$ cat src/rtl/nfsc_sector_rem.sv
// Remainder of a window offset by the sector size, by reciprocal multiplication.
module nfsc_sector_rem #(
    parameter int DIVISOR = 2048,
    parameter int DW      = 18
) (
    input  logic                       i_clk,
    input  logic                       i_rst_n,
    input  logic                       i_start,
    input  logic [DW-1:0]              i_dividend,
    output logic                       o_done,
    output logic [$clog2(DIVISOR)-1:0] o_rem
);

    localparam int RW = $clog2(DIVISOR);
    localparam int SH = DW + RW;
    localparam int MW = DW + 1;
    localparam int PW = DW + MW;
    localparam logic [63:0] MAGIC64 =
        ((64'd1 << SH) + 64'(DIVISOR - 1)) / 64'(DIVISOR);
    localparam logic [MW-1:0] MAGIC = MW'(MAGIC64);

    logic          r_go;
    logic          r_mul_v;
    logic          r_done;
    logic [DW-1:0] r_dvd;
    logic [PW-1:0] r_prod;
    logic [RW-1:0] r_rem;
    logic [PW-1:0] prod_sh;
    logic [DW-1:0] quo;
    logic [DW-1:0] quo_times_d;

    assign prod_sh     = r_prod >> SH;
    assign quo         = prod_sh[DW-1:0];
    assign quo_times_d = quo * DW'(DIVISOR);

    always_ff @(posedge i_clk) begin
        if (!i_rst_n) begin
            r_go    <= 1'b0;
            r_mul_v <= 1'b0;
            r_done  <= 1'b0;
        end else begin
            r_go    <= i_start;
            r_mul_v <= r_go;
            r_done  <= r_mul_v;
        end
    end

    always_ff @(posedge i_clk) begin
        r_dvd  <= i_dividend;
        r_prod <= PW'(i_dividend) * PW'(MAGIC);
        r_rem  <= RW'(r_dvd - quo_times_d);
    end

    assign o_done = r_done;
    assign o_rem  = r_rem;

endmodule

$ cat config.mk
export PLATFORM = sky130hd
export DESIGN_NAME = nfsc_sector_rem
export DESIGN_NICKNAME = d
export VERILOG_FILES = /design/src/rtl/nfsc_sector_rem.sv
export SDC_FILE = /design/constraint.sdc
export NUM_CORES = 1
export LEC_CHECK = 0
export ABC_AREA = 1
export BUFFER_PORTS_ARGS = -buffer_cell sky130_fd_sc_hd__buf_4
export CAP_MARGIN = 10
export CORE_MARGIN = 3
export CORE_UTILIZATION = 37
export DETAILED_ROUTE_END_ITERATION = 7
export GPL_TIMING_DRIVEN = 0
export PLACE_DENSITY = 0.74
export REMOVE_ABC_BUFFERS = 1
export SLEW_MARGIN = 15
export SYNTH_ARGS = -nofsm -noshare
export SYNTH_HDL_FRONTEND = slang
export SYNTH_SLANG_ARGS = --single-unit
$ cat constraint.sdc
create_clock -name i_clk -period 0.8 [get_ports i_clk]
set_clock_uncertainty 0.05 [all_clocks]
set_input_delay 0.08 -clock i_clk [delete_from_list [all_inputs] [get_ports i_clk]]
set_output_delay 0.08 -clock i_clk [all_outputs]
set_load 0.05 [all_outputs]
* Word-level counts from Yosys, hierarchy flattened *
Cells that the tools add are included.

storage, ports and cells
  register bits after elaboration = 25
  input port bits = 21
  output and inout port bits = 12
  word-level logic and storage cells = 6

operators by class
  $add $sub $neg = 1

operator list
  kind                   count
  $sub 11x1->11 const B  1

* Longest topological paths before layout *
Gate-level depths: netlist (run 1).

  depth in word-level cells = 1
  mapped depth = 2
  depth with buffers taken out = 2

* Least setup slack after synthesis (run 1) *
Ideal clock, no wire load.

  path kind = reg-to-output
  from = register r_done (netlist: o_done)
  to = output o_done
  data arrival time = 0.587 ns
  required time = 0.670 ns
  setup slack = 0.083 ns
  stages on the path, launching flop included = 1
  cell sequence = dfxtp_1

RTL lines
  what                    RTL line  source
  start, declared         24        logic r_done;
  start signal, assigned  44        r_done <= r_mul_v;
  end, declared           10        output logic o_done,

No word-level cell between the ends.

* Worst setup path after layout (run 1) *
  from = register r_rem[6] (netlist: o_rem[6])
  to = output o_rem[6]

RTL lines
  what                    RTL line  source
  start, declared         27        logic [RW-1:0] r_rem;
  start signal, assigned  51        r_rem <= RW'(r_dvd - quo_times_d);
  end, declared           11        output logic [$clog2(DIVISOR)-1:0] o_rem

No word-level cell between the ends.

==> results of run 1 <==
==> state kept, by name, summed over array words and instances (netlist names) <==
| register | count |
|---|---|
| o_rem | 11 |
| r_prod | 11 |
| r_go | 1 |
| o_done | 1 |
| r_mul_v | 1 |
==> cell type report <==
| class | instances | area, um^2 |
|---|---|---|
| Clock buffer | 3 | 22.5 |
| Clock inverter | 1 | 5.00 |
| Fill cell | 74 | 244 |
| Inverter | 3 | 11.3 |
| Multi-Input combinational cell | 3 | 11.3 |
| Sequential cell | 25 | 515 |
| Tap cell | 14 | 17.5 |
| Timing Repair Buffer | 38 | 389 |
==> how the worst max path moves through the flow <==
| stage | start | endpoint | cells after the start |
|---|---|---|---|
| after floorplan | o_done | o_done | 0 |
| after global placement | o_rem[9] | o_rem[9] | 1 |
| after detailed placement | o_rem[6] | o_rem[6] | 1 |
| after CTS | o_rem[2] | o_rem[2] | 1 |
| after global routing | o_rem[2] | o_rem[2] | 1 |
| final | o_rem[6] | o_rem[6] | 1 |
==> stage by stage <==
step	setup TNS [ps]	cell area, um^2	power [mW]	instances
CTS	-1570	965	2.16	87
global placement	0	728	1.56	70
floorplan	0	523	1.46	31
finish	-1350	972	2.13	87
global route	-1950	972	2.25	87
detailed placement	0	728	1.56	70
==> power by group through the flow <==
stage | registers, mW | logic [mW] | clock network [mW]
6_report | 1.34 | 0.292 | 0.502
3_3_place_gp | 1.35 | 0.208 | 0
4_1_cts | 1.34 | 0.288 | 0.533
5_1_grt | 1.35 | 0.304 | 0.599
2_1_floorplan | 1.46 | 0.00396 | 0
3_5_place_dp | 1.35 | 0.210 | 0
==> cells by family after synthesis <==
kind of cell	share of synthesized area
flip-flops	0.957
AND/OR/NAND/NOR	0.0215
buffers and inverters	0.0215
==> routing by layer <==
metal  vias to the layer above  GRT usage  wire [um]
li1                        174          -          -
met1                       138      0.106        277
met2                        16      0.195        503
met3                         0     0.0290         51
met4                         0     0.0542          0
met5                         -          0          0
==> timing repair <==
action | CTS | global route
hold endpoints to repair | 14 | 0
setup endpoints to repair | 12 | 12
hold buffers | 13 | 0
resized for setup | 29 | 2
==> Yosys cell counts <==
library cell,n
dfxtp_1,25
inv_1,3
nand2_1,3
==> qor.yml, run 1 <==
min_to: "o_rem[9]"
final_cell_mix: "13 x dlygate4sd3_1, 13 x buf_4, 13 x dfxtp_1, 12 x dfxtp_2, 7 x buf_8"
drive_above_1_share: 0.562
cp_num_buf_inv: 1
clkPwrFrac: 0.235
h-tree-depth: 1
dp_hpwl_um: 538
grt_pass1_wl_mm: 1.44
period_minus_slack_ps: 922
ant_nets: 0
tightest_slew_ps: 117
clock_latency_ps: 290
worstPathCellList: "buf_8"
syn_inst: 31
seqPwrFrac: 0.628
routed_wl_um: 833
die_h_um: 43.6
swShare: 0.224
fp-row-count: 12
cts_buffers: 3
intPower_mw: 1.65
hp-start: "r_prod[27]"
violations: "negative setup slack"
power.leakage_nw: 0.458
clk_root_buffer_cell: "clkbuf_4"
antenna_found_initial: 0
fin_ws_ps: -122
via_per_inst: 3.77
whs_ps: 285
cp.arrival_ps: 790
end_kind: "output pin"
die_x_um: 43.6
routabilityCongestion: 0.576
ys.warnings.count: 0
drv_cap: 0
post_cts.repair.setup_buffers: 0
fmax_mhz: 1080
max_stage_delay_ps: 360
netlist_area_um2: 523
yosysTopAreaCell: "dfxtp_1"
vdd_drop_max_mv: 1.46
hold_class: "flip-flop to flip-flop"
cts_tree: "done"
overflow: 0
syn_area_per_cell_um2: 16.9
start_util: 0.430
slew_headroom: 0.922
rsz0062_at_grt: "yes"
r2r_start: "r_mul_v"
crit_fanout: 1
slew_violations: 0
p_per_area_nw_per_um2: 2190
synth_seq_cells: 25
fin_util: 0.799
cp.required_ps: 670
first_pass_iters: 1
dieArea_um2: 1900
clock_sinks: 25
regToRegEndpoint: "o_done"
num_vias: 328
synth.area.top_cells: "dfxtp_1 96%, inv_1 2.2%, nand2_1 2.2%"
numPortBuffers: 25
setup_viol_count_final: 12
min_period_over_period: 1.15
core_um2: 1220
area_growth_pct: 85.9
diodes: 0
combPwrFrac: 0.137
first_global_vias: 345
seq_area_frac_synth: 0.957
cpLargestDelayFamily: "flip-flops"
drtIter0Drc: 0
synth_top_area_frac: 0.957
p_sw_mw: 0.478
min_path_cells: 0
nNetsFinal: 95
track_usage: 0.106
hold_viol_final: 0
synth.distinct_cells: 3
critPathSlowestCell: "dfxtp_2"
status: "finished, violations left"
drc: 0
crit_type: "flip-flop to output pin"
cp-start-kind: "flip-flop"
place_ws_ps: 168
reg2regPathDepth: 2
cts_max_path_buffers: 2
path_clk_slew_ps: 120
pin_count: 33
wl_per_cell_um: 9.57
r2r_slack_ps: 260
grt_max_degree: 15
(Power assumes the default switching activity.)
==> run 2: changes to the inputs <==
CELL_PAD_IN_SITES_DETAIL_PLACEMENT = 1   (was default)
CELL_PAD_IN_SITES_GLOBAL_PLACEMENT = 1   (was default)
CORE_UTILIZATION = 29   (was 37)
PLACE_DENSITY = 0.75   (was 0.74)
==> run 2 against run 1 <==
  * The run still ends with negative setup slack left
  * Cell area rose by 2.3%
  * Global-route usage fell by 0.28 points
  * Combinational power rose by 3%
  * Non-clock buffer count did not move
  * Largest power group unchanged
  * Worst setup slack got worse by 13 ps
  * Sequential share of layout area fell by 1.2 points
  * Utilization fell by 18 points
  * First-iteration DRC count rose by 1
  * Via count rose by 9.1%
  * Sequential power barely moved
==> qor.yml, run 2 (synthesized netlist as in run 1, its figures left out) <==
status: "finished, violations left"
violations: "negative setup slack"
pin_count: 33  # unchanged
setup_viol_count_final: 12  # unchanged
first_pass_iters: 2  # +1
clock_sinks: 25  # unchanged
p_per_area_nw_per_um2: 2180  # -0.79%
dp_hpwl_um: 656  # +22%
path_clk_slew_ps: 120  # about the same
clk_root_buffer_cell: "clkbuf_4"
cts_buffers: 3  # unchanged
drv_cap: 0  # unchanged
hold_viol_final: 0  # unchanged
place_inst: 80  # +14%
slew_violations: 0  # unchanged
fp-row-count: 14  # +2
crit_type: "flip-flop to output pin"
via_per_inst: 3.69  # -2.1%
first_global_vias: 407  # +18%
whs_ps: 284  # -1.02 ps
crit_start: "o_rem[7]"
grt_max_degree: 14  # -1
area_growth_pct: 90.2
worstPathCellList: "buf_8"
crit_fanout: 1  # unchanged
r2r_slack_ps: 240  # -20 ps
nNetsFinal: 95  # unchanged
cts_max_path_buffers: 2  # unchanged
fin_ws_ps: -135  # -13.5 ps
reg2regPathDepth: 2  # unchanged
die_h_um: 48.5  # +11%
period_minus_slack_ps: 935  # +13.5 ps
routabilityCongestion: 0.584  # +1.2%
h-tree-depth: 1  # unchanged
critPathSlowestCell: "dfxtp_2"
slew_headroom: 0.918  # -0.00356
hold_class: "flip-flop to flip-flop"
max_stage_delay_ps: 370  # about the same
cp.arrival_ps: 810  # +20 ps
wl_per_cell_um: 12.4  # +30%
vdd_drop_max_mv: 1.30  # -11%
final_cell_mix: "13 x dlygate4sd3_1, 13 x buf_4, 13 x dfxtp_1, 12 x dfxtp_2, 10 x buf_8"
power.leakage_nw: 0.459  # +0.30%
diodes: 0  # unchanged
core_um2: 1590  # +31%
min_path_cells: 0  # unchanged
dieArea_um2: 2350  # +24%
drc: 0  # unchanged
cp_num_buf_inv: 1  # unchanged
rsz0062_at_grt: "yes"
drive_above_1_share: 0.548  # -0.0137
drtIter0Drc: 1  # +1
ant_nets: 0  # unchanged
post_cts.repair.setup_buffers: 0  # unchanged
cts_tree: "done"
antenna_found_initial: 0  # unchanged
grt_pass1_wl_mm: 1.88  # +31%
instances_no_fill: 97  # +11%
min_to: "o_rem[5]"
r2r_start: "r_mul_v"
cpLargestDelayFamily: "flip-flops"
overflow: 0  # unchanged
start_util: 0.328  # -0.102
cp.required_ps: 670  # about the same
cp-start-kind: "flip-flop"
fmax_mhz: 1070  # -1.4%
die_x_um: 48.5  # +11%
routed_wl_mm: 1.21  # +45%
regToRegEndpoint: "o_done"
hp-start: "r_prod[23]"
min_period_over_period: 1.17  # +0.0169
end_kind: "output pin"
numPortBuffers: 25  # unchanged
track_usage: 0.103  # -0.00280
clock_latency_ps: 300  # about the same
tightest_slew_ps: 122  # +5.34 ps
num_vias: 358  # +9.1%
-- run 2: cell count changes in the layout (fill, tap and decap cells not counted) --
cell / previous run / this run
clkinv_2: 1 / 0
buf_6: 5 / 2
clkbuf_1: 0 / 1
buf_8: 7 / 10
-- run 2: worst max-delay path by stage --
stage / slack [ps] / cells after the start / to
2_1_floorplan: 80 / 0 / o_done
6_report: -140 / 1 / o_rem[7]
5_1_grt: -200 / 1 / o_rem[3]
3_3_place_gp: 180 / 1 / o_rem[8]
4_1_cts: -150 / 1 / o_rem[5]
3_5_place_dp: 160 / 1 / o_rem[5]
-- run 2: power breakdown --
part / switching (mW) / internal (mW)
Clock: 0.321 / 0.194
Sequential: 0.0308 / 1.32
Combinational: 0.144 / 0.159
-- run 2: area by class of cell --
cell class              count  area [um^2]
fillers                   154          599
inverters                   3         11.3
well taps                  24         30.0
multi-input cells           3         11.3
clock buffers               4         26.3
repair buffers             38          400
flip-flops and latches     25          515
-- run 2: repair_timing --
action                     4_1_cts  5_1_grt
resized for setup               28        6
gates cloned                     0        0
hold buffers                    13        0
setup endpoints to repair       12       12
hold endpoints to repair        14        0
-- run 2: per-stage QoR --
| stage | power [mW] | instance area [um^2] | setup slack (ps) | setup TNS (ps) | util |
|---|---|---|---|---|---|
| after global placement | 1.56 | 741 | 182 | 0 | 0.465 |
| after floorplan | 1.46 | 523 | 82.7 | 0 | - |
| after CTS | 2.16 | 972 | -146 | -1520 | 0.610 |
| after global routing | 2.31 | 995 | -197 | -2210 | 0.624 |
| after detailed placement | 1.57 | 741 | 161 | 0 | 0.465 |
| final | 2.16 | 995 | -135 | -1460 | 0.624 |
-- run 2: metal layers --
| metal | global-route usage | up-vias | wire (um) |
|---|---|---|---|
| met5 | 0 | - | 0 |
| met4 | 0.0284 | 0 | 0 |
| met3 | 0.0307 | 0 | 59 |
| met2 | 0.195 | 15 | 631 |
| li1 | - | 173 | - |
| met1 | 0.110 | 170 | 514 |
==> run 3: changes to the inputs <==
BUFFER_PORTS_ARGS = default   (was -buffer_cell sky130_fd_sc_hd__buf_4)
CORE_UTILIZATION = 40   (was 29)
DONT_BUFFER_PORTS = 1   (was default)
PLACE_DENSITY = 0.7   (was 0.75)
==> run 3 against run 2 <==
  * The flow still finishes with violations (negative setup slack)
  * Global-route usage up 3.6 points
  * Sequential power increased by 6%
  * Count of clock-buffer cells in the layout did not move
  * Die area down 24%
  * Non-clock buffer count fell by 25
  * Worst setup slack better by 46 ps
  * Flip-flop and latch count is the same
  * Via count shrank 28%
  * Utilization up 0.95 points
==> qor.yml, run 3 (synthesized netlist as in run 1, its figures left out) <==
r2r_start: "r_go"
tns_ps: -1020  # +440 ps
clock_sinks: 25  # unchanged
hold_viol_final: 0  # unchanged
fmax_mhz: 1120  # +5.1%
drv_cap: 0  # unchanged
crit_start: "o_rem[10]"
routed_wl_mm: 1.04  # -14%
clock_latency_ps: 300  # about the same
r2r_slack_ps: 220  # -20 ps
pin_count: 33  # unchanged
diodes: 0  # unchanged
die_x_um: 42.2  # -13%
report.power.total_mw: 2.01  # -7.3%
first_global_vias: 315  # -23%
crit_type: "flip-flop to output pin"
reg2regPathDepth: 2  # unchanged
rsz0062_at_grt: "yes"
nNetsFinal: 70  # -26%
crit_fanout: 1  # unchanged
vdd_drop_max_mv: 1.33  # +2.7%
first_pass_iters: 2  # unchanged
drc: 0  # unchanged
routabilityCongestion: 0.565  # -3.3%
grt_max_degree: 14  # unchanged
ant_nets: 0  # unchanged
start_util: 0.447  # +0.118
crit_end: "o_rem[10]"
slew_headroom: 0.892  # -0.0265
path_clk_slew_ps: 120  # about the same
fin_ws_ps: -89.6  # +45.6 ps
status: "finished, violations left"
overflow: 0  # unchanged
register_area_um2: 546  # +5.8%
p_per_area_nw_per_um2: 2700  # +24%
cp.required_ps: 670  # about the same
slew_violations: 0  # unchanged
post_dp_cell_area_um2: 541  # -27%
min_period_over_period: 1.11  # -0.0570
cts_max_path_buffers: 2  # unchanged
path_depth: 0  # -1
tightest_slew_ps: 163  # +40.5 ps
num_vias: 257  # -28%
multi_input_area_um2: 11.3  # unchanged
drtIter0Drc: 1  # unchanged
period_minus_slack_ps: 890  # -45.6 ps
h-tree-depth: 1  # unchanged
cp.arrival_ps: 760  # -50 ps
cts_tree: "done"
final_cell_mix: "13 x dlygate4sd3_1, 13 x dfxtp_1, 12 x dfxtp_4"
dieArea_um2: 1780  # -24%
die_h_um: 42.2  # -13%
dp_hpwl_um: 513  # -22%
whs_ps: 264  # -19.5 ps
via_per_inst: 4.15  # +12%
fp-row-count: 12  # -2
track_usage: 0.139  # +0.0357
n_fill_cell: 105  # -32%
drive_above_1_share: 0.313  # -0.235
setup_viol_count_final: 12  # unchanged
clk_root_buffer_cell: "clkbuf_4"
hold_class: "primary input to flip-flop"
regToRegEndpoint: "r_mul_v"
grt_pass1_wl_mm: 1.65  # -12%
end_kind: "output pin"
antenna_found_initial: 0  # unchanged
hp-start: "i_dividend[6]"
violations: "negative setup slack"
power.leakage_nw: 0.315  # -31%
wl_per_cell_um: 16.7  # +35%
core_um2: 1170  # -27%
cp-start-kind: "flip-flop"
area_growth_pct: 41.9
numPortBuffers: 0  # -100%
cts_buffers: 3  # unchanged
finalInstanceArea_um2: 742  # -25%
-- run 3: what timing repair did --
item                                    CTS  global route
setup buffers                             0             0
endpoints found under the setup margin   12            12
resized for setup                        24             0
endpoints found under the hold margin    14             0
hold buffers                             13             0
pin swaps                                 0             0
-- run 3: per-layer routing --
metal  share of wire  global-route usage
met3           0.064              0.0258
met5               0                   0
met2            0.63               0.286
met4          0.0068              0.0932
met1            0.30               0.110
-- run 3: through the flow --
stage	instances	util	setup slack [ps]
floorplan	31	-	82.7
global placement	45	0.462	65.5
detailed placement	45	0.462	59.2
CTS	62	0.634	-88.8
global route	62	0.634	-133
finish	62	0.634	-89.6
-- run 3: layout make-up --
class	instances	area share
inverters	3	0.0152
well taps	14	0.0236
repair buffers	13	0.175
multi-input cells	3	0.0152
clock buffers	4	0.0354
flip-flops and latches	25	0.735
-- run 3: how the worst min path moves through the flow --
| stage | cells after the start | slack (ps) | endpoint |
|---|---|---|---|
| final | 1 | 260 | r_prod[24] |
| after global routing | 1 | 250 | r_prod[22] |
| after CTS | 1 | 260 | r_prod[24] |
| after detailed placement | 0 | 60 | r_prod[25] |
| after global placement | 0 | 60 | r_prod[21] |
| after floorplan | 0 | 60 | r_prod[18] |
-- run 3: where the power goes --
| group | leakage [nW] | switching (mW) | total [mW] | internal [mW] |
|---|---|---|---|---|
| sequential | 0.215 | 0.130 | 1.43 | 1.29 |
| combinational | 0.0850 | 0.0143 | 0.0585 | 0.0441 |
| clock | 0.0150 | 0.329 | 0.523 | 0.194 |
